File: src/rtl/bfl_pkg.sv
// shared types, constants and helpers for the buddy free list block
// no dependencies
`timescale 1ns / 1ps
package bfl_pkg;

  localparam int ENTRIES    = 256;
  localparam int FRAME_BITS = 20;
  localparam int IDX_W      = $clog2(ENTRIES);
  localparam int CNT_W      = $clog2(ENTRIES + 1);
  localparam int ORDER_W    = 4;

  typedef logic [FRAME_BITS-1:0] frame_t;
  typedef logic [IDX_W-1:0]      idx_t;
  typedef logic [CNT_W-1:0]      cnt_t;

  typedef enum logic {
    OP_GET = 1'b0,
    OP_PUT = 1'b1
  } op_t;

  typedef enum logic [2:0] {
    OUT_GOT    = 3'd0,
    OUT_EMPTY  = 3'd1,
    OUT_STORED = 3'd2,
    OUT_MERGED = 3'd3,
    OUT_FULL   = 3'd4
  } outcome_t;

  typedef enum logic {
    REG_BLOCK_ORDER   = 1'b0,
    REG_MERGE_DISABLE = 1'b1
  } reg_idx_t;

  typedef struct packed {
    op_t    op;
    frame_t frame;
  } req_t;

  typedef struct packed {
    logic [ORDER_W-1:0] order;
    logic               merge_disable;
  } cfg_t;

  typedef enum logic [3:0] {
    S_IDLE, S_GET_W, S_SRCH, S_SRCH_W, S_LO, S_LO_W, S_HI, S_HI_W,
    S_DECIDE, S_RM, S_RM_W, S_INS, S_INS_W, S_DONE
  } back_state_t;

  // logical position to physical slot of the circular table
  function automatic idx_t phys(input idx_t base, input idx_t pos);
    logic [IDX_W:0] sum;
    sum = {1'b0, base} + {1'b0, pos};
    if (sum >= (IDX_W+1)'(ENTRIES)) sum = sum - (IDX_W+1)'(ENTRIES);
    return sum[IDX_W-1:0];
  endfunction

endpackage

File: src/rtl/bfl_front.sv
// front end: accepts items, tags the operation and queues them
// depends on bfl_pkg
`timescale 1ns / 1ps
module bfl_front import bfl_pkg::*; (
  input  logic   clk,
  input  logic   rst_n,
  input  logic   in_valid,
  output logic   in_ready,
  input  logic   in_action,
  input  frame_t in_frame,
  output logic   q_valid,
  output req_t   q_req,
  input  logic   q_pop
);

  req_t       q_r [2];
  logic       wr_ptr_r, wr_ptr_nxt;
  logic       rd_ptr_r, rd_ptr_nxt;
  logic [1:0] fill_r, fill_nxt;
  logic       push;

  assign in_ready = (fill_r != 2'd2);
  assign push     = in_valid && in_ready;
  assign q_valid  = (fill_r != 2'd0);
  assign q_req    = q_r[rd_ptr_r];

  always_comb begin
    wr_ptr_nxt = wr_ptr_r ^ push;
    rd_ptr_nxt = rd_ptr_r ^ q_pop;
    fill_nxt   = fill_r + {1'b0, push} - {1'b0, q_pop};
  end

  always_ff @(posedge clk) begin
    if (!rst_n) begin
      wr_ptr_r <= 1'b0;
      rd_ptr_r <= 1'b0;
      fill_r   <= 2'd0;
    end else begin
      wr_ptr_r <= wr_ptr_nxt;
      rd_ptr_r <= rd_ptr_nxt;
      fill_r   <= fill_nxt;
    end
  end

  always_ff @(posedge clk) begin
    if (push) begin
      q_r[wr_ptr_r].op    <= in_action ? OP_PUT : OP_GET;
      q_r[wr_ptr_r].frame <= in_frame;
    end
  end

  a_fill_bound: assert property (@(posedge clk) disable iff (!rst_n) fill_r <= 2'd2)
    else $error("queue fill out of range");
  a_no_pop_empty: assert property (@(posedge clk) disable iff (!rst_n)
    q_pop |-> fill_r != 2'd0)
    else $error("pop from empty queue");
  a_fill_track: assert property (@(posedge clk) disable iff (!rst_n)
    (push && !q_pop) |=> fill_r == $past(fill_r) + 2'd1)
    else $error("queue fill not tracking push");

endmodule

File: config.mk
export PLATFORM = sky130hd
export DESIGN_NAME = bfl_front
export DESIGN_NICKNAME = d
export VERILOG_FILES = /design/src/rtl/bfl_pkg.sv /design/src/rtl/bfl_front.sv
export SDC_FILE = /design/constraint.sdc
export NUM_CORES = 1
export LEC_CHECK = 0
export ABC_AREA = 1
export ABC_CLOCK_PERIOD_IN_PS = 5100
export BUFFER_PORTS_ARGS = -buffer_cell sky130_fd_sc_hd__buf_2
export CORE_MARGIN = 5
export CORE_UTILIZATION = 30
export CTS_CLUSTER_SIZE = 10
export DETAILED_ROUTE_END_ITERATION = 8
export PLACE_DENSITY = 0.47
export SLEW_MARGIN = 0
export SYNTH_ARGS = -nofsm -noshare
export SYNTH_HDL_FRONTEND = slang
export SYNTH_SLANG_ARGS = --single-unit
File: constraint.sdc
create_clock -name clk -period 5.1 [get_ports clk]
set_input_delay 1.53 -clock clk [delete_from_list [all_inputs] [get_ports clk]]
set_output_delay 1.53 -clock clk [all_outputs]
set_load 0.05 [all_outputs]
Word level (Yosys, flattened, before mapping)
Memories as Yosys holds them, arrays and structs flattened. A register that Yosys moved wholly into a read port is not among the register bits.
Index checks and enable logic that the tools add are counted.
{"block": "op_classes", "bitwise": 2, "n_mul": 0, "div": 0, "shift": 0, "add_sub_neg": 2, "eq_ne": 1, "order_cmp": 0, "reduce_logical": 2, "muxes": 4}
{"cell": "2-to-1 mux 1 bit", "n": 4}
{"cell": "adder 2 x 1 -> 2 bit", "n": 1}
{"cell": "inequality test 2 bit (second input constant)", "n": 1}
{"cell": "nonzero test 2 bit", "n": 1}
{"cell": "subtractor 2 x 1 -> 2 bit", "n": 1}
{"cell": "bitwise XOR 1 bit", "n": 2}
{"cell": "logical AND 1 bit", "n": 1}
{"block": "totals", "latchBits": 0, "word_cells": 15, "mem_bits_rw": 42, "rom_bits": 0, "memories": 1, "regBits": 4}
{"name": "q_r", "depth": 2, "word_bits": 21, "read_ports": 1, "rd_ports_with_merged_regs": 1, "write_ports": 1, "line": "bfl_front.sv:16", "text": "req_t q_r [2];"}

Logic depth before layout (Yosys ltp)
{"block": "logic_depth", "ltp_word": 4, "mapped_depth": 11}

Worst setup path before layout
Ideal clock, no wire load.
{"block": "synth_timing", "kind": "input to register", "start": "input port in_valid", "end": "memory q_r[1][0] (netlist bit), enable pin", "setup_slack_ps": 2114, "setup_ps": 399, "path_buffers": 0, "required_time_ps": 4701, "arrival_time_ps": 2587, "path_stages": 2, "cell_sequence": "nand2_1 > nor2_1"}
{"block": "synth_between", "elab_chain_len": 3}
{"item": "start, declared", "line": "bfl_front.sv:7", "text": "input logic in_valid,"}
{"item": "logical AND 1 bit", "line": "bfl_front.sv:23", "text": "assign push = in_valid && in_ready;"}
{"item": "2-to-1 mux 1 bit", "line": "bfl_front.sv:46", "text": "if (push) begin"}
{"item": "2-to-1 mux 1 bit (not written as such)", "line": "bfl_front.sv:48", "text": "q_r[wr_ptr_r].frame <= in_frame;"}
{"item": "end, declared", "line": "bfl_front.sv:16"}
No other way between the ends.

==> results.md <==
- Status: completed
- WS Path Type: reg2out
- Final setup vio count: 0
- Overall Power: 0.931 mW
- Routability cong.: 0.607
- Placed cells: 217
- Die Wd: 88.0 µm
- Setup repair bufs after CTS: 0
- Slew Limit Fails: 0
- Clock skew: 0.00764 ns
- RSZ-0062 raised after global routing: no
- Cts hold-fix bufs: 0
- Row count: 28
- Hpwl dp: 2190 µm
- Vias: 928
- H-tree levels: 2
- Synth cell types: 12
- Reg power frac: 51.2%
- CTS tree: built
- Max VDD drop: 0.214 mV
- Largest fanout on the critical path: 16
- Final hold violation count: 0
- Storage cell area: 1360 µm²
- Average size of a mapped cell: 19.0 µm²
- NetSw: 0.284 mW
- Number of buffers created by CTS: 5
- Initial Util: 30.8%
- Nets: 176
- Final wirelength: 3070 µm
- Clk pwr share: 23.7%
- Worst slew pin tran: 1.09 ns
- Vias in the first global route: 1051
- Area occupied by multi-input gates: 415 µm²
- Fin area: 2230 µm²
- Worst path top cell family by delay: buffers and inverters
- Worst-path clk slew: 0.08 ns
- Buf/Inv on CP: 2
- Leakage: 0.907 nW
- Worst path cell trace: buf_4 -> mux2_4 -> buf_2
- Critical Path RT: 3.57 ns
- Power per cell area: 417 nW/µm²
- Aggregate global-route resource usage: 8.53%
- Longest Clk Path Bufs: 2
- Layout cells sized above 1: 51.3%
- GR Overflow Total: 0
- Pint: 0.647 mW
- Port bufs: 47
- Root Buffer: clkbuf_8
- DRT Pass-1 Iters: 4
- Max incr delay on CP: 0.52 ns
- Synth Register Bits: 47
- Ports: 48
- CP max stage cell: dfxtp_1
- Most frequent cells in the layout: buf_2, edfxtp_1, mux2_4
- PostCTS Resize Cnt: 0
- Max cap viols: 0
- Total negative slack: 0 ns
- Worst min-delay path class: reg2reg
- WHS: 0.519 ns
- Sequential share of the synthesized area: 74.7%
- WL/cell: 13.6 µm
- YS warnings: 0
- Relative slew slack: 27.1%
- Worst hold path startpoint: rd_ptr_r$_SDFF_PN0_
- Arr. time, crit path: 1.74 ns
- FILL cells: 561
- Switching power share of the total: 30.6%
- Crit start category: flop
- Die Y: 88.0 µm
- Minimum clock period: 3.27 ns
- CTS sink count: 47
- Combinational Power Share: 25.1%
- DP Area: 2140 µm²
- Clk_lat worst skew: 0.29 ns
- Antenna Nets Post-Route: 0
- Core area: 5920 µm²
- RR Startpoint: fill_r[0]$_SDFF_PN0_
- Largest net degree at the start of global routing: 22
- Achievable frequency: 306 MHz
- Crit. End Element: output pin
- Fin cells: 225
- Antenna Cells: 0
- Die area: 7740 µm²
- Iter 0 DRT Violations: 53
- Syn Nets: 123
- Most common cell after layout, fill and taps aside: buf_2
- Layout area overhead: 22.4%
- Mapped Area: 1820 µm²
- First-pass GRT wire length: 4820 µm
- Post-DR vias/cell: 4.12
- DRC: 0
- Initial antenna violation count: 0
- Final period util: 64.1%
- Cells after synthesis: 96
tightest hold or removal path, stage by stage, from the launching register on:
cell	delay, ns
dfxtp_1	0.34
xnor2_1	0.07
nor2_1	0.07
worst paths after layout:
check	cells after the start	endpoint	slack (ns)
max	3	q_req[5]	1.83
min	2	flop	0.52
max reg2reg	5	q_r[0][1]$_DFFE_PP_	3.24
min reg2reg	2	flop	0.52
final cells by class:
class	instances	share of cell area (%)
clock inverter	1	0.224
timing repair buffer	48	10.9
sequential	47	61.0
multi-input combinational	40	18.6
inverter	7	1.18
tap	75	4.21
clock buffer	7	3.87
through the flow:
stage / setup slack [ns] / util (%)
after floorplan: 2.11 / -
after global placement: 2.07 / 36.1
after detailed placement: 2.03 / 36.1
after CTS: 1.78 / 37.7
after global routing: 1.74 / 37.7
final: 1.83 / 37.7
synth_stat cells:
| cell | count | area (µm²) |
|---|---|---|
| edfxtp_1 | 42 | 1260 |
| mux2_4 | 20 | 300 |
| nand2_1 | 8 | 30.0 |
| inv_1 | 7 | 26.3 |
| dfxtp_1 | 5 | 100 |
| nor2_1 | 5 | 18.8 |
| buf_6 | 2 | 22.5 |
| ha_1 | 2 | 25.0 |
| xnor2_1 | 2 | 17.5 |
| a21oi_1 | 1 | 5.00 |
| mux2_2 | 1 | 11.3 |
| nand3_1 | 1 | 5.00 |
layer usage:
| layer | GRT usage (%) | vias to the layer above | wire (µm) |
|---|---|---|---|
| li1 | - | 453 | - |
| met1 | 8.33 | 448 | 1100 |
| met2 | 16.1 | 22 | 1740 |
| met3 | 3.20 | 5 | 182 |
| met4 | 3.35 | 0 | 44 |
| met5 | 0 | - | 0 |
power groups by stage:
| stage | logic (mW) | clock network (mW) | registers (mW) |
|---|---|---|---|
| final | 0.234 | 0.221 | 0.477 |
| after global routing | 0.251 | 0.249 | 0.481 |
| after CTS | 0.239 | 0.230 | 0.478 |
| after detailed placement | 0.238 | 0 | 0.486 |
| after global placement | 0.235 | 0 | 0.484 |
| after floorplan | 0.190 | 0 | 0.481 |
sequential cells by signal (all words and copies together) (netlist names), named ones only:
signal	flops
wr_ptr_r	1
q_r	42
rd_ptr_r	1
fill_r	2
cell families after synthesis:
kind of cell               synth area share [%]
adders and majority gates                  1.37
DFF                                        74.7
AOI/OAI and AO/OA                         0.274
buffers and inverters                      2.68
muxes                                      17.1
xor gates and xnor gates                  0.961
and+or+nand+nor                            2.95
(Power assumes the default switching activity.)
